[config.mk]
export PLATFORM = sky130hd
export DESIGN_NAME = hcbp_back
export DESIGN_NICKNAME = d
export VERILOG_FILES = /design/src/hdl/hcbp_pkg.sv /design/src/hdl/hcbp_back.sv
export SDC_FILE = /design/constraint.sdc
export NUM_CORES = 1
export LEC_CHECK = 0
export ABC_AREA = 1
export BUFFER_PORTS_ARGS = -buffer_cell sky130_fd_sc_hd__clkbuf_2
export CAP_MARGIN = 20
export CORE_ASPECT_RATIO = 0.7
export CORE_UTILIZATION = 25
export CTS_CLUSTER_SIZE = 14
export DETAILED_ROUTE_END_ITERATION = 8
export GPL_ROUTABILITY_DRIVEN = 0
export PLACE_DENSITY = 0.47
export RECOVER_POWER = 100
export REMOVE_ABC_BUFFERS = 1
export SLEW_MARGIN = 20
export SYNTH_ARGS = -nofsm -noshare
export SYNTH_HDL_FRONTEND = slang
export SYNTH_SLANG_ARGS = --single-unit
[constraint.sdc]
create_clock -name i_clk -period 9.3 [get_ports i_clk]
set_input_delay 0.93 -clock i_clk [delete_from_list [all_inputs] [get_ports i_clk]]
set_output_delay 0.93 -clock i_clk [all_outputs]
set_load 0.05 [all_outputs]
[src/hdl/hcbp_pkg.sv]
// shared types and constants of the huffman code bit packer
`default_nettype none

package hcbp_pkg;

    // request kinds carried in the input tuser
    typedef enum logic [1:0] {
        REQ_WRITE  = 2'd0,
        REQ_ENCODE = 2'd1,
        REQ_FLUSH  = 2'd2
    } t_req;

    localparam int WORD_BITS    = 32;
    localparam int LEN_BITS     = 6;
    localparam int SYM_BITS     = 8;
    localparam int TABLE_DEPTH  = 256;
    localparam int MAX_CODE_LEN = 32;
    // stored lengths saturate at the smaller of the code limit and the word width
    localparam int CODE_LEN_LIMIT = (MAX_CODE_LEN < WORD_BITS) ? MAX_CODE_LEN : WORD_BITS;

    localparam int QUEUE_DEPTH  = 4;

    localparam int IN_DATA_BITS  = 48;
    localparam int OUT_DATA_BITS = 16;

    // accumulator: up to seven pending bits plus one longest code, rounded up
    localparam int ACC_BITS = 40;

    // table entry, code word stored left aligned (first code bit in bit 31)
    typedef struct packed {
        logic [LEN_BITS-1:0]  len;
        logic [WORD_BITS-1:0] word;
    } t_tbl_entry;

    localparam int TBL_BITS = $bits(t_tbl_entry);

    // work item handed from the front to the back
    typedef struct packed {
        logic                 flush;
        logic [LEN_BITS-1:0]  len;
        logic [WORD_BITS-1:0] word;
    } t_q_entry;

endpackage

`default_nettype wire

[src/hdl/hcbp_back.sv]
// back end: bit accumulator and byte emitter with output register
`default_nettype none

module hcbp_back (
    input  wire logic                                 i_clk,
    input  wire logic                                 i_rst_n,
    input  wire logic                                 i_q_valid,
    input  wire hcbp_pkg::t_q_entry                   i_q_entry,
    output logic                                      o_q_pop,
    output logic                                      o_m_tvalid,
    input  wire logic                                 i_m_tready,
    output logic      [hcbp_pkg::OUT_DATA_BITS-1:0]   o_m_tdata,
    output logic                                      o_m_tlast
);

    localparam int AW = hcbp_pkg::ACC_BITS;

    // pending bits kept left aligned: bit 6 is the earliest
    logic [6:0]     r_pend;
    logic [2:0]     r_cnt;
    logic [AW-1:0]  r_sh;
    logic [2:0]     r_rem;
    logic           r_has;
    logic [2:0]     r_pad;
    logic           r_o_vld;
    logic [7:0]     r_o_byte;
    logic           r_o_has;
    logic [2:0]     r_o_pad;
    logic           r_o_last;

    logic           fire;
    logic           load;
    logic [AW-1:0]  sh;
    logic [5:0]     n;
    logic [2:0]     k;
    logic [6:0]     n_pend;
    logic [2:0]     n_cnt;
    logic [7:0]     fl_byte;
    logic           fl_has;
    logic [2:0]     fl_pad;

    assign fire    = (r_rem != '0) && (!r_o_vld || i_m_tready);
    assign load    = (r_rem == '0) || (r_rem == 3'd1 && fire);
    assign o_q_pop = load && i_q_valid;

    // merge the left aligned code below the pending bits
    always_comb begin
        sh = {r_pend, 33'b0} | ({i_q_entry.word, 8'b0} >> r_cnt);
        n  = {3'b0, r_cnt} + i_q_entry.len;
        k  = n[5:3];
        n_cnt = n[2:0];
        case (k)
            3'd0:    n_pend = sh[39:33];
            3'd1:    n_pend = sh[31:25];
            3'd2:    n_pend = sh[23:17];
            3'd3:    n_pend = sh[15:9];
            3'd4:    n_pend = sh[7:1];
            default: n_pend = '0;
        endcase
        fl_byte = {r_pend, 1'b0};
        fl_has  = (r_cnt != '0);
        fl_pad  = fl_has ? 3'(4'd8 - {1'b0, r_cnt}) : 3'd0;
    end

    always_ff @(posedge i_clk) begin
        if (!i_rst_n) begin
            r_pend  <= '0;
            r_cnt   <= '0;
            r_rem   <= '0;
            r_o_vld <= 1'b0;
        end else begin
            if (fire) begin
                r_o_vld <= 1'b1;
            end else if (i_m_tready) begin
                r_o_vld <= 1'b0;
            end
            // a new item takes over the shifter as the last byte leaves
            if (o_q_pop) begin
                if (i_q_entry.flush) begin
                    r_sh   <= {fl_byte, 32'b0};
                    r_rem  <= 3'd1;
                    r_has  <= fl_has;
                    r_pad  <= fl_pad;
                    r_pend <= '0;
                    r_cnt  <= '0;
                end else begin
                    r_sh   <= sh;
                    r_rem  <= k;
                    r_has  <= 1'b1;
                    r_pad  <= '0;
                    r_pend <= n_pend;
                    r_cnt  <= n_cnt;
                end
            end else if (fire) begin
                r_sh  <= r_sh << 8;
                r_rem <= r_rem - 1'b1;
            end
        end
    end

    // output payload register
    always_ff @(posedge i_clk) begin
        if (fire) begin
            r_o_byte <= r_sh[AW-1 -: 8];
            r_o_has  <= r_has;
            r_o_pad  <= r_pad;
            r_o_last <= (r_rem == 3'd1);
        end
    end

    assign o_m_tvalid = r_o_vld;
    assign o_m_tdata  = {4'b0, r_o_pad, r_o_has, r_o_byte};
    assign o_m_tlast  = r_o_last;

    a_rem_range: assert property (@(posedge i_clk) disable iff (!i_rst_n)
        r_rem <= 3'd4)
        else $error("byte count out of range");

    a_pend_clean: assert property (@(posedge i_clk) disable iff (!i_rst_n)
        r_cnt == '0 |-> r_pend == '0)
        else $error("stray pending bits");

    a_stall_hold: assert property (@(posedge i_clk) disable iff (!i_rst_n)
        r_rem != '0 && r_o_vld && !i_m_tready |=> $stable(r_rem) && $stable(r_sh))
        else $error("emitter moved during output stall");

endmodule

`default_nettype wire

# == Word-level counts from Yosys, hierarchy flattened ==
# Index checks and enable logic that the tools add are counted.
# classes
reduce_logical,15
bitwise_logic,1
n_eq_ne,5
shift,1
add_sub_neg,3
mux,11
# op_table
op,count
$mux 40,3
$or 40x40->40,1
$shr 40x3->40,1
$pmux 7 s5,1
$mux 3,4
$mux 7,1
$add 3x6->6,1
$eq 3x1->1 const B,2
$eq 3x2->1 const B,2
$logic_not 3->1,2
$reduce_and 2->1,3
$reduce_bool 3->1,2
$reduce_bool 2->1,2
$eq 3x3->1 const B,1
$logic_and 1x1->1,3
$sub 1x3->3 const A,1
$sub 3x1->3 const B,1
$logic_or 1x1->1,2
$mux 1,2
$logic_not 1->1,1
# word_totals
regBits,71
inputBits,43
output_inout_bits,19
wordCells,47

# == Logic depth before layout (Yosys ltp) ==
# Gate-level depths: netlist (run 1).
# logic_depth
ltp_word,8
ltp_mapped,13
mapped_depth_nobuf,13

# == Least setup slack after synthesis (run 1) ==
# Ideal clock, no wire load.
# synth_timing
path_type,input port to flip-flop
from,in i_m_tready
to,"reg r_sh[10], enable pin"
path_slack_ns,5.576
t_required_ns,8.865
path_buffers,0
setup_time_ns,0.435
arrival_time_ns,3.288
cell_stages,8
path_cell_list,inv_1 nand2_1 nand2_1 nand2_1 nand2_1 inv_2 nor2_1 nor2_1
# synth_between
elab_chain_cells,7
# synth_rtl
item,line_no,source
"start, declared",hcbp_back.sv:11,"input wire logic i_m_tready,"
$logic_or 1x1->1,hcbp_back.sv:42,assign fire = (r_rem != '0) && (!r_o_vld || i_m_tready);
$logic_and 1x1->1,hcbp_back.sv:42,
$logic_and 1x1->1,hcbp_back.sv:43,assign load = (r_rem == '0) || (r_rem == 3'd1 && fire);
$logic_or 1x1->1,hcbp_back.sv:43,
$logic_and 1x1->1,hcbp_back.sv:44,assign o_q_pop = load && i_q_valid;
net o_q_pop,hcbp_back.sv:9,"output logic o_q_pop,"
$reduce_bool 2->1 (no line),n/a,
$reduce_and 2->1 (no line),n/a,
"end signal, assigned",hcbp_back.sv:80,"r_sh <= {fl_byte, 32'b0};"
"end signal, assigned",hcbp_back.sv:87,r_sh <= sh;
"end signal, assigned",hcbp_back.sv:95,r_sh <= r_sh << 8;
"end, declared",hcbp_back.sv:21,logic [AW-1:0] r_sh;
# The timed path passes the listed nets, and every way through them passes these cells.
# A chain may end at the register's enable or synchronous reset.

# == Worst setup path after layout (run 1) ==
# layout_timing
from,in i_m_tready
to,"reg r_sh[23], enable pin"
# layout_between
elab_chain_cells,7
# layout_rtl
item,line_no
$logic_or 1x1->1 *,hcbp_back.sv:42
$logic_and 1x1->1 *,hcbp_back.sv:42
$logic_and 1x1->1,hcbp_back.sv:43
$logic_or 1x1->1,hcbp_back.sv:43
$logic_and 1x1->1,hcbp_back.sv:44
$reduce_bool 2->1 (no line) *,n/a
$reduce_and 2->1 (no line) *,n/a
# Mark *: on every way between the ends. The rest lies on a longest branch, timed or not.

==> results of run 1 <==
-- logic make-up (layout without fill, tap and decap cells) --
group,Yosys count,in the layout,share of synthesized area [%]
AND/OR/NAND/NOR,355,355,35.0
AO/OA/AOI/OAI,73,73,11.4
flip-flops,70,70,43.6
buffers and inverters,69,108,7.29
adder cells (fa/ha/maj),9,9,2.67
other,1,4,0.0834
-- placed cells by master, fill, tap and decap left out, types with 2 or more instances in the layout --
cell | Yosys | routed
nand3_1 | 166 | 166
nand2_1 | 158 | 158
edfxtp_1 | 56 | 56
clkbuf_2 | 0 | 41
a21oi_1 | 25 | 25
inv_1 | 20 | 23
a22o_1 | 23 | 23
clkbuf_1 | 7 | 20
nor2_1 | 20 | 19
dfxtp_1 | 14 | 14
o21bai_1 | 9 | 9
clkbuf_16 | 0 | 9
ha_1 | 8 | 8
o211ai_1 | 7 | 7
nor2_2 | 3 | 4
conb_1 | 1 | 4
inv_2 | 6 | 3
o31ai_1 | 3 | 3
nor3_1 | 3 | 3
buf_4 | 7 | 3
clkinv_1 | 2 | 2
or2_2 | 2 | 2
inv_6 | 0 | 2
bufinv_16 | 0 | 2
-- sequential cells by signal (all words and copies together), names as in the netlist --
register / flops
r_o_byte: 8
r_o_pad: 3
r_rem: 3
r_cnt: 3
r_pad: 3
r_sh: 39
r_pend: 7
r_o_has: 1
r_has: 1
o_m_tvalid: 1
o_m_tlast: 1
-- routing by layer --
layer / vias to the layer above / part of all wire (%) / GRT usage, % / wire length (um)
met5: - / 0 / 0 / 0
met4: 0 / 0.85 / 3.71 / 119
met3: 11 / 6.3 / 3.40 / 875
met2: 123 / 43 / 23.1 / 6020
met1: 2024 / 50 / 22.8 / 6950
li1: 2095 / - / - / -
-- power by group --
| group | switching (mW) | total [mW] | internal (mW) |
|---|---|---|---|
| clock | 0.143 | 0.383 | 0.239 |
| combinational | 0.460 | 0.621 | 0.161 |
| sequential | 0.0491 | 0.558 | 0.509 |
-- final timing paths --
path / startpoint / to / cells past startpoint
worst max-delay path: i_m_tready / r_sh[23]$_DFFE_PP_ / 11
worst min-delay path: r_sh[36]$_DFFE_PP_ / r_o_byte[4]$_DFFE_PP_ / 0
worst max register to register: r_rem[1]$_SDFFE_PN0N_ / r_sh[23]$_DFFE_PP_ / 12
worst min register to register: r_sh[36]$_DFFE_PP_ / r_o_byte[4]$_DFFE_PP_ / 0
-- worst max-delay path: cells and delay by family --
family                 cells  cell delay, ps
buffers and inverters      5            2610
AND/OR/NAND/NOR            6            1570
-- layout make-up --
| type | instances | share of cell area [%] |
|---|---|---|
| clock buffers | 9 | 4.32 |
| clock inverters | 7 | 2.02 |
| inverters | 28 | 2.02 |
| multi-input cells | 441 | 42.6 |
| flip-flops and latches | 70 | 37.6 |
| well taps | 231 | 5.55 |
| repair buffers | 64 | 5.81 |
==> qor.csv, run 1 <==
stage;metric;value;unit
timing;final hold vios;0;
place;Detailed Place HPWL;10.3;mm
global_route;first-pass GRT wire length;22.0;mm
routing;DRT Wirelength;14.0;mm
clock_network;Post-CTS Setup Repair Bufs;0;
power_and_ir_drop;Leak;2.20;nW
finish;Post-Layout Cell Count;850;
yosys;most common flop cell mapped by yosys;edfxtp_1;
clock_network;Clock Tree Buf Depth;2;
yosys;fraction of registers with async set/reset;0;%
setup_path;critical path class;in -> reg;
power_and_ir_drop;Pwr Total;1.56;mW
floorplanning;die height;114;um
yosys;sequential area share after synthesis;43.6;%
routing;antenna violation net count after detailed routing;0;
finish;area growth from synthesis to layout;15.9;%
yosys;Syn Inst Count;577;
yosys;Yosys cell types;32;
place;Buffers on Ports;57;
clock_network;CTS tree;built;
routing;First DRT Iteration DRCs;416;
outcome;status;complete, but fails checks;
floorplanning;# rows;40;
clock_network;Clock Sink Count;70;
yosys;Netlist Area Pre-Place;0.00450;mm^2
setup_path;CP Capture Type;flip-flop;
global_route;total global routing overflow;0;
timing;slew margin rel.;-53.1;%
hold_path;HP Class;reg -> reg;
place;Inst Count DP;834;
routing;# DRC;0;
setup_path;worst endpoint data arrival time;5150;ps
timing;Clock Skews;7.23;ps
finish;footprint of the multi-input gates;0.00222;mm^2
clock_network;clock root cell;clkbuf_16;
yosys;area leader, netlist;edfxtp_1;
yosys;commonest cells in the netlist;166 x nand3_1, 158 x nand2_1, 56 x edfxtp_1;
setup_path;slowest stage delay, CP;1130;ps
timing;Final Max Tran Viols;86;
setup_path;CP dominant cell by count;nand2_1;
finish;fin nets;666;
floorplanning;DIE WIDTH;162;um
setup_path;Req. time, crit path;9240;ps
floorplanning;DIE AREA;0.0185;mm^2
timing;period utilization;56.1;%
yosys;Synth top area share;37.4;%
timing;Final setup violation count;0;
floorplanning;Core Footprint;0.0174;mm^2
clock_network;clock-pin slew of the registers on the worst-case setup and hold paths;60;ps
outcome;failing checks;max-capacitance violations, max-slew violations;
finish;register area;0.00196;mm^2
global_route;initial antenna violation count;0;
global_route;GRT Util Overall;15.6;%
routing;total number of vias;4253;
setup_path;worst-path cell chain;clkbuf_2 -> inv_1 -> nand2_1 -> nand2_1 -> nand2_1 -> nand2_1 -> clkbuf_1 -> inv_1 -> nor2_1 -> nor2_1 -> clkbuf_1;
routing;DR vias/cell;5.00;
clock_network;CTS buffer count;9;
finish;share of layout cells above drive strength 1;11.8;%
timing;setup_tns;0;ps
place;placed inst area;0.00494;mm^2
routing;TritonRoute pass-1 iters;5;
job;MaxCap Viol Count;2;
yosys;top-count cell post-synth;nand3_1;
timing;fmax;192;MHz
place;Placement Setup Slack;6050;ps
setup_path;slowest CP cell;nor2_1;
yosys;Post-Synthesis Mean Instance Area;7.80;um^2
power_and_ir_drop;VDD IR max;0.000156;V
setup_path;Reg2Reg Setup Slack;4120;ps
timing;worst slew pin tran;2300;ps
yosys;Post-synth EDFFs;56;
clock_network;latest clock arrival within the worst-skew pair;330;ps
global_route;number of global-route vias before repair;3956;
finish;post-layout util;30.0;%
yosys;Yosys reg bits;70;
clock_network;htree depth;3;
finish;final instance area;0.00521;mm^2
finish;Antenna diodes;0;
global_route;largest net degree at the start of global routing;49;
routing;routed length per instance;16.4;um
timing;Tmin final;5220;ps
yosys;Synth area leaders;edfxtp_1 37%, nand3_1 18%, nand2_1 13%;
clock_network;cts repair resizes;0;
power_and_ir_drop;PwrDens;300;mW/mm^2
yosys;Synth Warn #;0;
setup_path;CP Launch Type;primary input;
floorplanning;I/O pin total;62;
timing;RSZ-0062 raised after global routing;no;
finish;FILL cells;1848;
clock_network;CTS Hold Bufs;0;
floorplanning;Starting Density;25.9;%
setup_path;crit path max fanout;48;
timing;worst hold slack;420;ps
timing;post-route setup slack;4080;ps
No activity file was read; power rests on OpenSTA's default activity.
==> run 2, diff against run 1 <==
clock period = 4.9 ns   (was 9.3 ns; I/O delays follow)
==> run 2 against run 1 <==
The flow now finishes without violations. Final cell count stayed put. Largest power group unchanged. Non-clock buffer count unchanged. Register-to-register slack got worse by 2700 ps. Via count rose by 1.9%. Global-route usage grew 0.13 points. Critical path depth up 2.
==> qor.csv, run 2 (synthesized netlist as in run 1, its figures left out) <==
stage;metric;value;unit;change
place;Buffers on Ports;57;;unchanged
floorplanning;DIE WIDTH;162;um;unchanged
power_and_ir_drop;clock power share;22.6;%;-1.9 points
hold_path;HP Class;reg -> reg;;
global_route;largest net degree at the start of global routing;49;;unchanged
setup_path;Req. time, crit path;5150;ps;-4090 ps
timing;slew margin rel.;2.58;%;+56 points
setup_path;crit path launch;r_rem[1]$_SDFFE_PN0N_;;
global_route;total global routing overflow;0;;unchanged
routing;TritonRoute pass-1 iters;5;;unchanged
place;Detailed Place HPWL;10.6;mm;+2.4%
outcome;status;completed;;
finish;Post-Layout Cell Count;850;;unchanged
timing;Final Max Tran Viols;0;;-100%
power_and_ir_drop;register share of total power;36.2;%;+0.5 points
clock_network;Clock Tree Buf Depth;2;;unchanged
timing;worst slew pin tran;1460;ps;-836 ps
hold_path;hold_sp;r_sh[39]$_DFFE_PP_;;
floorplanning;Core Footprint;0.0174;mm^2;unchanged
clock_network;Clock Sink Count;70;;unchanged
floorplanning;die height;114;um;unchanged
timing;Final setup violation count;0;;unchanged
timing;fmax;286;MHz;
routing;total number of vias;4335;;+1.9%
finish;post-layout util;29.9;%;-0.072 points
setup_path;Reg2Reg Setup Slack;1410;ps;-2710 ps
place;Placement Setup Slack;1970;ps;-4080 ps
clock_network;latest clock arrival within the worst-skew pair;330;ps;about the same
power_and_ir_drop;Leak;2.20;nW;+0.18%
global_route;first-pass GRT wire length;22.1;mm;+0.40%
floorplanning;I/O pin total;62;;unchanged
routing;First DRT Iteration DRCs;419;;+0.72%
timing;final hold vios;0;;unchanged
power_and_ir_drop;combinational fraction of design power;41.1;%;+1.3 points
timing;worst hold slack;419;ps;-0.465 ps
timing;period utilization;71.3;%;
setup_path;slowest stage delay, CP;800;ps;-330 ps
finish;biggest regs;r_sh x39, r_o_byte x8, r_pend x7;;
setup_path;CP Capture Type;flip-flop;;
setup_path;CP dominant cell by count;nand2_1;;
timing;post-route setup slack;1410;ps;-2680 ps
clock_network;CTS Hold Bufs;0;;unchanged
clock_network;Post-CTS Setup Repair Bufs;0;;unchanged
floorplanning;DIE AREA;0.0185;mm^2;unchanged
finish;final instance area;0.00520;mm^2;-0.24%
place;placed inst area;0.00492;mm^2;-0.41%
finish;Top reg by flops;r_sh;;
setup_path;CP Launch Type;flip-flop;;
setup_path;worst r2r src;r_rem[1]$_SDFFE_PN0N_;;
routing;DR vias/cell;5.10;;+1.9%
place;Inst Count DP;833;;-0.12%
floorplanning;Starting Density;25.9;%;unchanged
finish;max FFs per register;39;;unchanged
power_and_ir_drop;P_int;1.67;mW;+84%
finish;Antenna diodes;0;;unchanged
timing;setup_tns;0;ps;unchanged
clock_network;clock root cell;clkbuf_16;;
setup_path;critical path class;reg -> reg;;
clock_network;CTS tree;built;;
routing;antenna violation net count after detailed routing;0;;unchanged
clock_network;htree depth;3;;unchanged
power_and_ir_drop;PwrDens;560;mW/mm^2;+87%
setup_path;worst-path cell chain;inv_1 -> ha_1 -> inv_1 -> nor2_1 -> nand2_1 -> nand2_1 -> nand2_1 -> buf_4 -> nor2_1 -> clkbuf_1 -> o21ai_1 -> o21bai_1 -> a21oi_1;;
power_and_ir_drop;NetSw;1.24;mW;+89%
power_and_ir_drop;Pwr Total;2.91;mW;+86%
setup_path;slowest CP cell;nor2_1;;
finish;share of layout cells above drive strength 1;12.1;%;+0.32 points
routing;DRT Wirelength;14.2;mm;+1.8%
power_and_ir_drop;Switching Fraction;42.5;%;+0.68 points
job;MaxCap Viol Count;0;;-2
timing;RSZ-0062 raised after global routing;no;;
finish;fin nets;666;;unchanged
finish;most frequent cells in the layout;166 x nand3_1, 158 x nand2_1, 56 x edfxtp_1;;
routing;routed length per instance;16.7;um;+1.8%
global_route;GRT Util Overall;15.7;%;+0.13 points
setup_path;worst endpoint data arrival time;3750;ps;-1400 ps
timing;Tmin final;3490;ps;
finish;area growth from synthesis to layout;15.6;%;
timing;Clock Skews;7.23;ps;-0.00192 ps
floorplanning;# rows;40;;unchanged
setup_path;crit path max fanout;48;;unchanged
global_route;initial antenna violation count;0;;unchanged
clock_network;clock-pin slew of the registers on the worst-case setup and hold paths;60;ps;about the same
clock_network;CTS buffer count;9;;unchanged
power_and_ir_drop;VDD IR max;0.000363;V;+130%
clock_network;cts repair resizes;0;;unchanged
finish;commonest non-fill, non-tap cell in the layout;nand3_1;;
global_route;number of global-route vias before repair;3942;;-0.35%
routing;# DRC;0;;unchanged
run 2: layout make-up:
| type | instances | area, um^2 |
|---|---|---|
| repair buffers | 64 | 324 |
| fillers | 1876 | 12200 |
| well taps | 231 | 289 |
| clock buffers | 10 | 229 |
| clock inverters | 6 | 70.1 |
| multi-input cells | 441 | 2220 |
| inverters | 28 | 105 |
| flip-flops and latches | 70 | 1960 |
run 2: worst paths after layout:
| check | to | cells past startpoint |
|---|---|---|
| worst min register to register | r_o_byte[7]$_DFFE_PP_ | 0 |
| worst max-delay path | r_pend[2]$_SDFFE_PN0P_ | 13 |
| worst min-delay path | r_o_byte[7]$_DFFE_PP_ | 0 |
| worst max register to register | r_pend[2]$_SDFFE_PN0P_ | 13 |
run 2: worst max-delay path, delay by kind of cell (launching register included):
kind / cells / cell delay [ps]
flip-flops: 1 / 310
AO/OA/AOI/OAI: 3 / 730
adder cells (fa/ha/maj): 1 / 180
AND/OR/NAND/NOR: 5 / 1090
buffers and inverters: 4 / 1080
run 2: layer usage:
metal	vias to the layer above	global-route usage [%]	wire (um)
met4	0	4.40	178
met2	137	22.8	6200
met1	2082	23.4	7020
li1	2099	-	-
met3	17	2.97	811
met5	-	0	0
run 2: power by group through the flow:
stage	Combinational, mW	Sequential [mW]	Clock, mW
3_5_place_dp	1.21	1.07	0
6_report	1.20	1.05	0.658
3_3_place_gp	1.20	1.07	0
5_1_grt	1.31	1.08	0.698
2_1_floorplan	0.617	1.27	0
4_1_cts	1.21	1.06	0.673
