===== src/hdl/hcbp_pkg.sv =====
// shared types and constants of the huffman code bit packer
`default_nettype none

package hcbp_pkg;

    // request kinds carried in the input tuser
    typedef enum logic [1:0] {
        REQ_WRITE  = 2'd0,
        REQ_ENCODE = 2'd1,
        REQ_FLUSH  = 2'd2
    } t_req;

    localparam int WORD_BITS    = 32;
    localparam int LEN_BITS     = 6;
    localparam int SYM_BITS     = 8;
    localparam int TABLE_DEPTH  = 256;
    localparam int MAX_CODE_LEN = 32;
    // stored lengths saturate at the smaller of the code limit and the word width
    localparam int CODE_LEN_LIMIT = (MAX_CODE_LEN < WORD_BITS) ? MAX_CODE_LEN : WORD_BITS;

    localparam int QUEUE_DEPTH  = 4;

    localparam int IN_DATA_BITS  = 48;
    localparam int OUT_DATA_BITS = 16;

    // accumulator: up to seven pending bits plus one longest code, rounded up
    localparam int ACC_BITS = 40;

    // table entry, code word stored left aligned (first code bit in bit 31)
    typedef struct packed {
        logic [LEN_BITS-1:0]  len;
        logic [WORD_BITS-1:0] word;
    } t_tbl_entry;

    localparam int TBL_BITS = $bits(t_tbl_entry);

    // work item handed from the front to the back
    typedef struct packed {
        logic                 flush;
        logic [LEN_BITS-1:0]  len;
        logic [WORD_BITS-1:0] word;
    } t_q_entry;

endpackage

`default_nettype wire


===== src/hdl/hcbp_queue.sv =====
// small register queue between front and back
`default_nettype none

module hcbp_queue #(
    parameter int DEPTH = hcbp_pkg::QUEUE_DEPTH
) (
    input  wire logic               i_clk,
    input  wire logic               i_rst_n,
    input  wire logic               i_push,
    input  wire hcbp_pkg::t_q_entry i_entry,
    output logic                    o_full,
    output logic                    o_valid,
    output hcbp_pkg::t_q_entry      o_entry,
    input  wire logic               i_pop
);

    localparam int PW = (DEPTH > 1) ? $clog2(DEPTH) : 1;
    localparam int CW = $clog2(DEPTH + 1);

    hcbp_pkg::t_q_entry r_mem [DEPTH];
    logic [PW-1:0]      r_wr_ptr;
    logic [PW-1:0]      r_rd_ptr;
    logic [CW-1:0]      r_count;
    logic               do_pop;

    assign o_full  = (r_count == CW'(DEPTH));
    assign o_valid = (r_count != '0);
    assign o_entry = r_mem[r_rd_ptr];
    assign do_pop  = i_pop && o_valid;

    always_ff @(posedge i_clk) begin
        if (i_push) begin
            r_mem[r_wr_ptr] <= i_entry;
        end
    end

    always_ff @(posedge i_clk) begin
        if (!i_rst_n) begin
            r_wr_ptr <= '0;
            r_rd_ptr <= '0;
            r_count  <= '0;
        end else begin
            if (i_push) begin
                r_wr_ptr <= (r_wr_ptr == PW'(DEPTH - 1)) ? '0 : r_wr_ptr + 1'b1;
            end
            if (do_pop) begin
                r_rd_ptr <= (r_rd_ptr == PW'(DEPTH - 1)) ? '0 : r_rd_ptr + 1'b1;
            end
            if (i_push && !do_pop) begin
                r_count <= r_count + 1'b1;
            end else if (!i_push && do_pop) begin
                r_count <= r_count - 1'b1;
            end
        end
    end

    a_no_overflow: assert property (@(posedge i_clk) disable iff (!i_rst_n)
        !(i_push && o_full))
        else $error("push into full queue");

    a_count_range: assert property (@(posedge i_clk) disable iff (!i_rst_n)
        r_count <= CW'(DEPTH))
        else $error("queue count out of range");

    a_count_step: assert property (@(posedge i_clk) disable iff (!i_rst_n)
        i_push && !do_pop |=> r_count == $past(r_count) + 1'b1)
        else $error("queue count missed a push");

endmodule

`default_nettype wire


===== config.mk =====
export PLATFORM = sky130hd
export DESIGN_NAME = hcbp_queue
export DESIGN_NICKNAME = d
export VERILOG_FILES = /design/src/hdl/hcbp_pkg.sv /design/src/hdl/hcbp_queue.sv
export SDC_FILE = /design/constraint.sdc
export NUM_CORES = 1
export LEC_CHECK = 0
export BUFFER_PORTS_ARGS = -buffer_cell sky130_fd_sc_hd__buf_2
export CAP_MARGIN = 40
export CORE_ASPECT_RATIO = 0.8
export CORE_MARGIN = 2
export CORE_UTILIZATION = 55
export CTS_CLUSTER_SIZE = 40
export DETAILED_ROUTE_END_ITERATION = 16
export PLACE_DENSITY_LB_ADDON = 0.15
export SLEW_MARGIN = 20
export SYNTH_ARGS = -nofsm -noshare
export SYNTH_HDL_FRONTEND = slang
export SYNTH_SLANG_ARGS = --single-unit

===== constraint.sdc =====
create_clock -name i_clk -period 2.7 [get_ports i_clk]
set_clock_uncertainty 0.1 [all_clocks]
set_input_delay 0.135 -clock i_clk [delete_from_list [all_inputs] [get_ports i_clk]]
set_output_delay 0.135 -clock i_clk [all_outputs]
set_load 0.02 [all_outputs]

Word level (Yosys, flattened, before mapping)
Memories as Yosys holds them, arrays and structs flattened. A register that Yosys moved wholly into a read port is not among the register bits.
Index checks and enable logic that the tools add are counted.
W data, S select, Z words.
- bits in registers: 7
- memory bits (writable): 156
- word-level logic and storage cells: 26
- memories kept: 1
- memories (name ; depth ; width ; rd ports ; clocked after Yosys merged registers in ; write ports ; line ; text):
    r_mem ; 4 ; 39 ; 1 ; 1 ; 1 ; hcbp_queue.sv:20 ; hcbp_pkg::t_q_entry r_mem [DEPTH];
- add/sub/neg operators: 4
- equality and inequality tests: 3
- mux-type cells: 8
- reduce and logical (&&, ||, !) cells: 7
- operators by type and width (cell ; count):
    $mux W2 ; 4
    $mux W3 ; 2
    $add A2 B1 Y2 const B ; 2
    $eq A2 B2 Y1 const B ; 2
    $add A3 B1 Y3 const B ; 1
    $eq A3 B3 Y1 const B ; 1
    $logic_and A1 B1 Y1 ; 3
    $reduce_bool A3 Y1 ; 1
    $sub A3 B1 Y3 const B ; 1
    $logic_not A1 Y1 ; 2
    $mux W1 ; 2
    $reduce_bool A2 Y1 ; 1

Logic depth before layout (Yosys ltp)
Gate-level depths: netlist of the first run.
- word-level depth: 5
- gate-level depth with buffers: 7
- gate-level depth less buffers: 7

Worst setup path after synthesis of the first run
Ideal clock, no wire load.
- path kind: reg2reg
- from: register r_count[0]
- to: register r_count[2]
- setup time: 0.076 ns
- arrival time: 2.023 ns
- path slack: 0.501 ns
- cell stages (with the launch flop): 8
- buffers on the path: 0
- period minus slack after synthesis: 2.199 ns
- cells stage by stage: dfxtp_1 -> o31ai_1 -> ha_1 -> inv_1 -> fa_1 -> xor2_1 -> or3_1 -> a21boi_0
- cells in the longest elaborated chain, start to end: 5
- elaborated cells on any way between the ends: 10
- those cells by class: add/sub (2); mux (2); reduce/logical (6)
- ends and longest elaborated chain (what ; line ; text):
    start, declared ; hcbp_queue.sv:23 ; logic [CW-1:0] r_count;
    start signal, assigned ; hcbp_queue.sv:50 ; r_count <= r_count + 1'b1;
    start signal, assigned ; hcbp_queue.sv:52 ; r_count <= r_count - 1'b1;
    branches (longest 5 deep; another with $sub A3 B1 Y3) ; n/a ;
Parallel ways; which one is timed is not known. The select of a mux whose other input is x is not followed.
A chain may end at the register's enable or synchronous reset.

==> flow_results.org, run 1 <==
** Final layout
- Layout cell share with drive strength beyond 1 :: 0.416
- Layout-stage area growth over the synthesis result :: 28.0%
- The final layout contains 441 nets.
- In the layout the commonest cells are 156 x edfxtp_1, 83 x buf_2, 40 x dlygate4sd3_1.
- Measured on the finished design, the core utilization comes to 0.720.
- Area of the multi-input gates :: 1150 µm²
- The library cell used most frequently in the layout, excluding fill and tap cells, is edfxtp_1.
- Final standard cell count with taps included and fillers excluded :: 548
- Final antenna diode count :: 0
- In the final layout, flip-flops and latches occupy 4870 µm².
- Filler cell count in the final layout :: 646

** Place
- Number of port buffers :: 83
- Routability congestion estimate from global placement :: 0.720
- Detailed placement finished with a half-perimeter wire length of 6100 µm.
- Including well taps, the total number of placed cells is between 400 and 500.

** STA
- The number of hold-slack violations in the final timing report came to 0.
- Counting I/O delays and the setup requirement, the final critical path takes 2.26 ns.
- At the pin with the least slew margin, the transition time is 0.594 ns.
- Setup repair after global routing left no endpoint under its margin.
- Share of the cycle needed by the critical path after routing :: 0.838
- Count of endpoints failing setup in the final report :: 0
- Setup TNS after final layout :: 0 ns
- Worst hold margin :: about 0.035 ns
- Final Max Tran Viols :: 0
- In this run the tightest slew margin relative to its limit is 0.604.
- Timing would allow up to 0.442 GHz.

** Die
- Total core area :: about 11000 µm²
- Die footprint :: 11900 µm²
- Top-level port count :: 84
- The initial utilization of the core area, before any placement, comes to 0.562.
- The die is 98.0 µm tall.
- Die Span X :: around 120 µm
- After floorplanning, the core was divided into 34 placement rows.

** Hold path
- The worst hold path terminates at r_wr_ptr[0].
- Critical hold path startpoint :: i_push
- Cell depth of the worst min-delay path :: 3
- The tightest min-delay check is of the input pin to register type.

** Yosys
- During synthesis, Yosys emitted a total of 0 warnings.
- After synthesis, the cell types taking the most area are edfxtp_1 77%, mux4_2 14%, dfxtp_1 3.0%.
- Post-synthesis instance total :: 249
- Of the synthesized area, sequential elements account for 0.800.
- In this run, distinct cell masters in the synthesized netlist total 23.
- Number of synthesized register bits :: between 150 and 200
- Of the post-synthesis cell area, the dominant cell type holds 0.771.
- Dividing the synthesized area by the synthesized cell count gives 24.4 µm².
- Post-synthesis instance area :: 6080 µm²
- When the netlist entered floorplanning its net count stood at 299.
- The biggest area contributor in the post-synthesis netlist is edfxtp_1.

** GRT
- The first global-routing pass estimated 16000 µm of wire.
- Vias in the first global route :: 3104
- For this run the aggregate overflow at the end of global routing stands at 0.
- Entering global routing, the biggest net connects 23 pins.
- Total global-route track usage :: 0.187
- Number of antenna violations at the first check in global routing :: 0

** Setup path
- WP data arrival :: 2.03 ns
- CP Capture Type :: primary output
- Highest fanout seen on the critical path :: 19
- Cell family with the largest share of critical-path delay :: flip-flops
- Cell with the biggest individual delay on the critical path :: dfxtp_4
- The critical path goes through buf_4, mux4_2, buf_2.
- Counting both buffers and inverters, the worst setup path holds a total of 2.
- Cell count along the critical path :: 3
- Worst R2R Path Depth :: 8
- Reg-to-reg critical path endpoint :: r_count[2]
- Across all register-to-register paths, the minimum setup slack is 0.51 ns.
- On the worst path, the slowest cell contributes a delay of 0.61 ns.
- Required time of the critical path :: 2.47 ns
- Worst Setup Start Kind :: register
- In this run the critical register-to-register path is launched from r_count[0].
- Classification of the worst setup path :: register to primary output

** Detailed routing
- Number of vias per cell after detailed routing :: 5.31
- Violation count after the first detailed-route iteration :: between 150 and 200
- Routed wire per std cell :: about 18 µm
- The routed layout has 2910 vias.
- Post-route antenna net violation count :: 0
- After detailed routing, the total wire length is a little over 10000 µm.
- For this run, design rule violations remaining after detail routing come to 0.
- First-pass iteration count of the detailed router :: 4

** Pwr
- Power density cells :: 898 nW/µm²
- Across the VDD grid, the largest voltage drop is 0.778 mV.
- Post-layout total power :: approximately 7 mW
- Leakage :: 2.70 nW

** Clocking
- Bufs on Longest Clock Path :: 2
- Clock-pin slew was measured on the worst setup and hold paths at roughly 0.060 ns.
- Once the clock tree was built, the setup fixing pass inserted 0 buffers.
- Clock root buffer :: clkbuf_16
- Source-to-sink clock delay at the later pin of the worst-skew pair :: 0.41 ns
- H-tree lvl count :: 4
- TritonCTS built the clock tree.
- The number of gates resized after CTS was 0.
- Clock tree sinks :: 165
- The number of clock buffers added by TritonCTS is 17.

** Job
- Max-cap violations in this run came to 0.

** Status
- Result of the run :: complete, no violations
## flip-flops by register name, summed over array words and instances, names as in the netlist, named ones only
| signal | cells |
|---|---|
| r_mem | 156 |
| r_count | 3 |
| r_rd_ptr | 2 |
| r_wr_ptr | 2 |
## repair_timing
item	in CTS	in global routing
hold buffers	40	0
endpoints found under the setup margin	0	0
hold endpoints to repair	162	0
## area by class of cell
class	instances	share of cell area
Timing Repair Buffer	131	0.122
Clock buffer	17	0.0547
Clock inverter	15	0.0246
Sequential cell	165	0.626
Tap cell	144	0.0232
Multi-Input combinational cell	73	0.148
Inverter	3	0.00145
## worst max path at each step
stage	to	slack [ns]
floorplan	r_count[2]	0.50
global placement	r_count[2]	0.58
detailed placement	r_count[2]	0.49
CTS	o_entry[30]	0.37
global route	o_entry[38]	0.32
finish	o_entry[30]	0.44
## stage by stage
| stage | instance area, µm² | setup slack (ns) |
|---|---|---|
| CTS | 7780 | 0.369 |
| finish | 7780 | 0.438 |
| global placement | 6760 | 0.583 |
| global route | 7780 | 0.321 |
| floorplan | 6080 | 0.501 |
| detailed placement | 6760 | 0.493 |
## power by group
group	switching (mW)	total (mW)	internal (mW)
clock network	0.986	2.47	1.48
registers	0.149	3.10	2.95
logic	0.720	1.42	0.699
total	1.85	6.99	5.13
## worst register-to-register path, stage by stage (launching register included)
cell      delay (ns)
dfxtp_1         0.36
o31ai_1         0.24
buf_4           0.17
ha_1            0.18
inv_1           0.07
fa_1            0.37
xor2_1          0.18
or3_1           0.30
a21boi_0        0.16
## synthesized netlist by cell type (all sizes together)
master  instances
dfxtp           9
o21ai           3
fa              1
nand2           2
clkbuf          2
nor3b           1
xor2            1
o31ai           1
or3             2
a21boi          1
inv             3
edfxtp        156
mux4           39
xnor2           1
ha              6
mux2i           3
nor2            2
nand3           2
nor2b           3
buf             6
and2            5
## logic make-up (layout without fill, tap and decap cells)
kind of cell             count (synthesis)  in the layout  share of synthesized area
AND/OR/NAND/NOR                         17             17                     0.0156
AO/OA/AOI/OAI                            5              5                    0.00494
flip-flops                             165            165                      0.800
XOR/XNOR                                 2              2                    0.00288
adder cells (fa/ha/maj)                  7              7                     0.0156
multiplexers                            42             42                      0.149
buffers and inverters                   11            166                     0.0109
## layer usage
layer / GRT usage / routed length [µm] / up-vias
met2: 0.299 / 5000 / 82
met5: 0 / 0 / -
li1: - / - / 1335
met4: 0.0778 / 136 / 0
met1: 0.249 / 4450 / 1482
met3: 0.0473 / 505 / 11
No activity file was read; power rests on OpenSTA's default activity.
==> run 2, diff against run 1 <==
ABC_AREA = 1   (was default)
CORE_UTILIZATION = 51   (was 55)
clock period = 2 ns   (was 2.7 ns; I/O delays follow)
==> flow_results.org, run 2 <==
** Status
- Result of the run: complete, no violations (unchanged).

** Pwr
- Part of the power in the clock network :: 0.325 (was 0.353)
- Switching power of the nets :: 3.23 mW (was 1.85 mW)
- The worst ir drop on vdd was 0.881 mV (was 0.778 mV).
- Power density cells :: 1290 nW/µm² (was 898 nW/µm²)
- The proportion of total power due to net switching came to 0.315 (was 0.265).
- Portion of total power attributed to combinational logic :: 0.279 (was 0.203)
- Design internal power :: 7.04 mW (was 5.13 mW)
- The total leakage power came to 2.92 nW (was 2.70 nW).
- The power share of the sequential group was 0.397 (was 0.444).

** Yosys
- The share of Yosys cell area claimed by the top area cell type came to 0.748 (was 0.771).
- The fraction of registers with async set/reset came to 0 (unchanged).
- The synthesized area per cell was 14.2 µm² (was 24.4 µm²).
- Commonest cells post-synth :: 156 x edfxtp_1, 88 x nor2_1, 78 x o21ai_0 (was 156 x edfxtp_1, 39 x mux4_2, 9 x dfxtp_1)
- Most numerous cell in the Yosys netlist :: edfxtp_1 (unchanged)
- Cell types with the largest area share after synthesis: edfxtp_1 75%, o21ai_0 6.2%, nor2_1 5.3% (was edfxtp_1 77%, mux4_2 14%, dfxtp_1 3.0%).
- Post-synthesis instance area :: 6260 µm² (was 6080 µm²)
- The synthesized flop and latch total came to 165 (unchanged).
- Yosys Warn Count :: 0 (unchanged)
- The total nets after synthesis is 492 (was 299).
- The synthesized netlist cell count came to 442 (was 249).
- EDFF count, synth :: 156 (unchanged)
- The portion of the post-synthesis area used by sequential elements was 0.777 (was 0.800).
- The leading area contributor after synthesis is edfxtp_1 (unchanged).
- Synth unique cells :: 24 (was 23)
- The most used flip-flop cell after synthesis is edfxtp_1 (unchanged).

** Detailed routing
- Wire length after detailed routing :: 12400 µm (was 10100 µm)
- First-pass iteration count of the detailed router :: 5 (was 4)
- The post-route DRC violation count is 0 (unchanged).
- The detailed-route via count was 3890 (was 2910).
- The starting DRC count in detailed routing is 289 (was 166).
- Routed wire per std cell :: 16.7 µm (was 18.4 µm)
- The number of vias per cell came to 5.24 (was 5.31).
- The number of nets still failing antenna checks after routing was 0 (unchanged).

** GRT
- Global-route wire length before repair :: 18800 µm (was 16000 µm)
- The number of global-route vias before repair is 3678 (was 3104).
- The number of antenna violations at the first check in global routing came to 0 (unchanged).
- Largest net degree at the start of global routing :: 57 (was 23)
- The global-route usage over all layers was 0.196 (was 0.187).
- Total global routing overflow :: 0 (unchanged)

** Clocking
- Total CTS buffers :: 17 (unchanged)
- Setup Fix Bufs, Post-CTS :: 0 (unchanged)
- The clock root buffer was clkbuf_16 (unchanged).
- Bufs on Longest Clock Path :: 2 (unchanged)
- Clock tree from TritonCTS :: done (unchanged)
- The clock-pin slew on the worst setup and hold paths came to 0.06 ns (about the same).
- H-tree lvl count :: 4 (unchanged)
- Source-to-sink clock delay at the later pin of the worst-skew pair :: 0.41 ns (about the same)
- The sink count of the clock tree is 165 (unchanged).

** Final layout
- Layout cell share with drive strength beyond 1 :: 0.232 (was 0.416)
- Final antenna diode count :: 0 (unchanged)
- Final standard cell count with taps included and fillers excluded :: 742 (was 548)
- Leading cell type in the layout, fill and taps excluded :: edfxtp_1 (unchanged)
- Final std cell area, no fill :: 7990 µm² (was 7780 µm²)
- Filler cell count in the final layout :: 903 (was 646)
- Layout-stage area growth over the synthesis result :: 27.5% (was 28.0%)
- The final cell utilization of the core came to 0.662 (was 0.720).
- Highest-count cells in the layout ignoring fill and taps: 156 x edfxtp_1, 88 x nor2_1, 83 x buf_2 (was 156 x edfxtp_1, 83 x buf_2, 40 x dlygate4sd3_1).
- The register area is 4870 µm² (about the same).
- Largest registers ranked by flip-flop count: r_mem x156, r_count x3 (unchanged).
- The register name with the most flops is r_mem (unchanged).
- Area of the multi-input gates :: 1180 µm² (was 1150 µm²)
- Max reg flops :: 156 (unchanged)
- Number of nets in the finished design :: 627 (was 441)

** Place
- Number of port buffers :: 83 (unchanged)
- Total placed cells including tap cells :: 668 (was 476)
- DP Area :: 6940 µm² (was 6760 µm²)
- The half-perimeter wire length of the detailed placement result was 7060 µm (was 6100 µm).
- Routability congestion estimate from global placement :: 0.803 (was 0.720)

** Die
- Top-level port count :: 84 (unchanged)
- The effective utilization at floorplan was 0.519 (was 0.562).
- Total core area :: 12100 µm² (was 10800 µm²)
- The area of the die is 13200 µm² (was 11900 µm²).
- Y dimension of the die :: 103 µm (was 98.0 µm)
- Die Span X :: 128 µm (was 122 µm)
- The row count is 36 (was 34).

** Setup path
- The sort of element at the start of the critical path is a register (unchanged).
- The data required time at the worst endpoint came to 1.80 ns (was 2.47 ns).
- CP Capture Type :: primary output (unchanged)
- Classification of the worst setup path :: register to primary output (unchanged)
- Highest fanout seen on the critical path :: 36 (was 19)
- Worst R2R Path Depth :: 8 (unchanged)
- Slack of the worst reg-to-reg path :: 0.20 ns (was 0.51 ns)
- Startpoint of the most critical register-to-register path :: r_count[0] (unchanged)
- Reg-to-reg critical path endpoint :: r_count[1] (was r_count[2])
- The endpoint arrival time on the critical path was 1.68 ns (was 2.03 ns).

** STA
- Final Max Tran Viols :: 0 (unchanged)
- The actual transition at the worst max-transition pin was 0.368 ns (was 0.594 ns).
- F_max :: roughly 0.53 GHz
- The headroom to the max-slew limit is 0.755 (was 0.604).
- Count of endpoints failing setup in the final report :: 0 (unchanged)
- Unrepaired setup endpoints after global routing :: true (was false)
- Share of the cycle needed by the critical path after routing :: 0.942
- Crit path time final :: around 1.9 ns
- Final count of hold timing violations :: 0 (unchanged)

** Hold path
- The type of the tightest min-delay check is input pin to register (unchanged).
- Cell depth of the worst min-delay path :: 2 (was 3)
- The hold path startpoint is i_entry[22] (was i_push).
- Hold Path End :: r_mem[3][22] (was r_wr_ptr[0])

** Job
- # Max-Cap Violations :: 0 (unchanged)
[run 2: how the worst max path moves through the flow]
stage	slack, ns	start	endpoint	cells after the start
2_1_floorplan	0.15	r_wr_ptr[0]	r_mem[3][0]	3
4_1_cts	0.02	register	o_entry[20]	4
3_3_place_gp	0.24	r_count[1]	r_count[2]	12
6_report	0.12	register	o_entry[3]	5
5_1_grt	-0.007	register	o_entry[3]	5
3_5_place_dp	0.19	r_count[0]	r_count[2]	12
[run 2: final cells by class]
type	instances	area share
Sequential cell	165	0.609
Multi-Input combinational cell	236	0.148
Timing Repair Buffer	141	0.134
Clock buffer	18	0.0537
Tap cell	152	0.0238
Clock inverter	14	0.0230
Inverter	16	0.00846
[run 2: routing by layer]
layer | global-route usage | part of all wire
met2 | 0.302 | 0.47
met5 | 0 | 0
met4 | 0.0651 | 0.0069
met3 | 0.0727 | 0.060
met1 | 0.262 | 0.46
[run 2: critical path, stage by stage, from the launching register on]
cell     delay [ns]
dfxtp_2        0.36
inv_6          0.24
buf_12         0.21
nor2_1         0.06
o22ai_1        0.20
buf_2          0.20
[run 2: power by group through the flow]
stage / clock, mW / sequential, mW / combinational [mW]
finish: 3.34 / 4.08 / 2.86
global route: 3.53 / 4.09 / 3.16
CTS: 3.39 / 4.07 / 2.87
detailed placement: 0 / 4.14 / 2.79
global placement: 0 / 4.14 / 2.76
floorplan: 0 / 4.12 / 1.89
[run 2: kinds of logic after synthesis]
kind of cell	share of synthesized area
buffers and inverters	0.0364
adder cells (fa/ha/maj)	0.0152
XOR/XNOR	0.00140
AND/OR/NAND/NOR	0.0651
flip-flops	0.777
AO/OA/AOI/OAI	0.105
[run 2: metrics by stage]
step / total power, mW / TNS, ns / hold WS [ns] / worst slack [ns]
after floorplan: 6.01 / 0 / 0.0989 / 0.150
after global placement: 6.89 / 0 / 0.213 / 0.243
after detailed placement: 6.94 / 0 / 0.216 / 0.191
after CTS: 10.3 / 0 / 0.306 / 0.0207
after global routing: 10.8 / -0.00925 / 0.323 / -0.00659
final: 10.3 / 0 / 0.331 / 0.116
[run 2: what timing repair did]
item                                   4_1_cts  5_1_grt
endpoints found under the hold margin      165        0
resized for setup                            0        6
hold buffers                                42        0
setup endpoints to repair                    0       16
==> run 3, diff against run 2 <==
--- a/config.mk
+++ b/config.mk
@@ -6,5 +6,4 @@
 export NUM_CORES = 1
 export LEC_CHECK = 0
-export ABC_AREA = 1
 export BUFFER_PORTS_ARGS = -buffer_cell sky130_fd_sc_hd__buf_2
 export CAP_MARGIN = 40
==> constraint.sdc (replaced) <==
create_clock -name i_clk -period 2 [get_ports i_clk]
set_clock_uncertainty 0.1 [all_clocks]
set_input_delay 0 -clock i_clk [delete_from_list [all_inputs] [get_ports i_clk]]
set_output_delay 0 -clock i_clk [all_outputs]
set_load 0.02 [all_outputs]
==> flow_results.org, run 3 (synthesized netlist as in run 1, its figures left out) <==
** Status
- Result of the run: complete, no violations (unchanged).

** Pwr
- The power share of the sequential group is 0.429 (was 0.397).
- The proportion of total power due to net switching is 0.253 (was 0.315).
- Switching power of the nets :: 2.42 mW (was 3.23 mW)
- The cell internal power dissipation was 7.15 mW (was 7.04 mW).
- The power density of the placed cells came to 1210 nW/µm² (was 1290 nW/µm²).
- Post-layout total power :: 9.57 mW (was 10.3 mW)
- Leakage :: 2.76 nW (was 2.92 nW)
- Largest vdd supply drop :: 0.701 mV (was 0.881 mV)
- Portion of total power attributed to combinational logic :: 0.224 (was 0.279)
- The share of total power in the clock network was 0.347 (was 0.325).

** Job
- The number of max-capacitance violations reported was 0 (unchanged).

** GRT
- Global-route wire length before repair :: 16700 µm (was 18800 µm)
- The global-route usage over all layers was 0.177 (was 0.196).
- Largest net degree at the start of global routing :: 31 (was 57)
- The number of global-route vias before repair is 3181 (was 3678).
- Total global routing overflow :: 0 (unchanged)
- Number of antenna violations at the first check in global routing :: 0 (unchanged)

** Die
- Die Span X :: 126 µm (was 128 µm)
- The core region area was 11600 µm² (was 12100 µm²).
- Top-level port count :: 84 (unchanged)
- Y dimension of the die :: 102 µm (was 103 µm)
- The effective utilization at floorplan came to 0.526 (was 0.519).
- The row count was 35 (was 36).
- Die footprint :: 12800 µm² (was 13200 µm²)

** STA
- Unrepaired setup endpoints after global routing :: true (unchanged)
- The final critical-path required period was 1.95 ns (was 1.88 ns).
- The number of hold-slack violations in the final timing report is 0 (unchanged).
- Worst hold margin :: 0.246 ns (was 0.331 ns)
- F_max :: 0.512 GHz (was 0.531 GHz)
- Count of endpoints failing setup in the final report :: 0 (unchanged)
- The number of max-slew violations in the final report came to 0 (unchanged).
- Measured slew at the worst slew-check pin :: 0.441 ns (was 0.368 ns)
- Share of the cycle needed by the critical path after routing :: 0.977 (was 0.942)
- The headroom to the max-slew limit came to 0.706 (was 0.755).

** Hold path
- The type of the tightest min-delay check is input pin to register (unchanged).
- The number of cells on the worst hold path came to 2 (unchanged).
- Hold Path End :: r_mem[2][2] (was r_mem[3][22])
- The hold path startpoint is i_entry[2] (was i_entry[22]).

** Setup path
- The maximum fanout along the worst path was 2 (was 36).
- Classification of the worst setup path :: register to register (was register to primary output)
- The worst reg2reg path startpoint is r_count[2] (was r_count[0]).
- Reg-to-reg critical path endpoint :: r_count[2] (was r_count[1])
- The depth of the worst register-to-register path came to 7 (was 8).
- The sort of element at the start of the critical path was a register (unchanged).
- Slack of the worst reg-to-reg path :: 0.05 ns (was 0.20 ns)
- CP Capture Type :: register (was primary output)
- WP data arrival :: 2.19 ns (was 1.68 ns)
- The data required time at the worst endpoint came to 2.24 ns (was 1.80 ns).

** Place
- Placed wire-length estimate after detailed placement :: 6310 µm (was 7060 µm)
- Number of port buffers :: 83 (unchanged)
- Routability congestion estimate from global placement :: 0.676 (was 0.803)

** Clocking
- The clock tree from TritonCTS is done (unchanged).
- H-tree lvl count :: 4 (unchanged)
- The clock tree buffer depth came to 2 (unchanged).
- Clock-pin slew on the worst setup and hold paths :: 0.06 ns (about the same)
- The sink count of the clock tree came to 165 (unchanged).
- The total clock buffers created by CTS was 17 (unchanged).
- The clock latency on the worst-skew pair was 0.41 ns (about the same).
- Clock root buffer :: clkbuf_16 (unchanged)

** Final layout
- Highest-count cells in the layout ignoring fill and taps :: 156 x edfxtp_1, 83 x buf_2, 42 x dlygate4sd3_1 (was 156 x edfxtp_1, 88 x nor2_1, 83 x buf_2)
- Leading cell type in the layout, fill and taps excluded :: edfxtp_1 (unchanged)
- The register name with the most flops is r_mem (unchanged).
- The number of antenna repair diodes came to 0 (unchanged).
- The proportion of layout cells with a drive suffix above 1 is 0.435 (was 0.232).
- The final layout net count is 456 (was 627).
- Layout-stage area growth over the synthesis result :: 29.9% (was 27.5%)
- Largest registers ranked by flip-flop count :: r_mem x156, r_count x3 (unchanged)
- Max reg flops :: 156 (unchanged)

** Detailed routing
- Post-route antenna net violation count :: 0 (unchanged)
- Residual DRC count :: 0 (unchanged)
- The starting DRC count in detailed routing is 212 (was 289).
- Vias :: 2960 (was 3890)
- Number of vias per cell after detailed routing :: 5.23 (was 5.24)
- The total wire length after detailed routing came to 10700 µm (was 12400 µm).
- The per-cell routed wire length is 18.9 µm (was 16.7 µm).
- The total iterations of the first detailed-routing run is 4 (was 5).
## run 3: changes by cell type in the layout (fill, tap and decap cells not counted), moves of 5 or more
cell | previous run | this run
buf_12 | 9 | 4
buf_4 | 6 | 17
inv_1 | 10 | 3
mux4_2 | 0 | 39
nand2_1 | 12 | 2
nor2_1 | 88 | 2
o21ai_0 | 78 | 3
o22ai_1 | 38 | 0
## run 3: routing by layer
| layer | track usage | wire, µm | up-vias |
|---|---|---|---|
| li1 | - | - | 1365 |
| met5 | 0 | 0 | - |
| met1 | 0.227 | 4690 | 1507 |
| met3 | 0.0465 | 497 | 9 |
| met4 | 0.0659 | 73 | 0 |
| met2 | 0.299 | 5430 | 79 |
## run 3: area by class of cell
type	count	area [µm²]
clock buffers	22	454
clock inverters	9	155
fillers	763	3670
inverters	3	11.3
multi-input cells	73	1170
flip-flops and latches	165	4870
well taps	148	185
repair buffers	146	1040
## run 3: metrics by stage
stage	cells	TNS [ns]	worst slack [ns]	instance area, µm²	utilization
global placement	490	0	0.0398	6840	0.591
finish	566	0	0.0464	7890	0.683
global route	566	-0.0557	-0.0557	7890	0.683
detailed placement	490	-0.00306	-0.00306	6840	0.591
floorplan	249	0	0.000559	6100	-
CTS	566	0	0.0234	7890	0.683
## run 3: how the worst max path moves through the flow
stage / from / end / cells after the start
detailed placement: r_count[2] / r_count[2] / 7
CTS: r_count[1] / r_count[2] / 7
finish: r_count[2] / r_count[2] / 7
global route: r_count[2] / r_count[2] / 7
global placement: r_count[2] / r_count[2] / 7
floorplan: r_count[0] / r_count[2] / 7
## run 3: what timing repair did
action                                 4_1_cts  5_1_grt
buffers inserted                             3        0
pin swaps                                    2        2
endpoints found under the hold margin      165        0
hold buffers                                42        0
resized for setup                            2        0
setup endpoints to repair                   11        1
## run 3: power by group through the flow
stage	registers, mW	clock network (mW)	logic (mW)
detailed placement	4.22	0	2.02
finish	4.11	3.32	2.14
global placement	4.22	0	2.00
floorplan	4.13	0	1.44
CTS	4.11	3.38	2.18
global route	4.13	3.53	2.30
## run 3: critical path, stage by stage (launching register included)
cell and delay (ns):
dfxtp_2 0.33, o31ai_4 0.25, ha_2 0.21, inv_1 0.05, fa_2 0.32, xor2_1 0.17
or3_1 0.30, a21boi_1 0.13
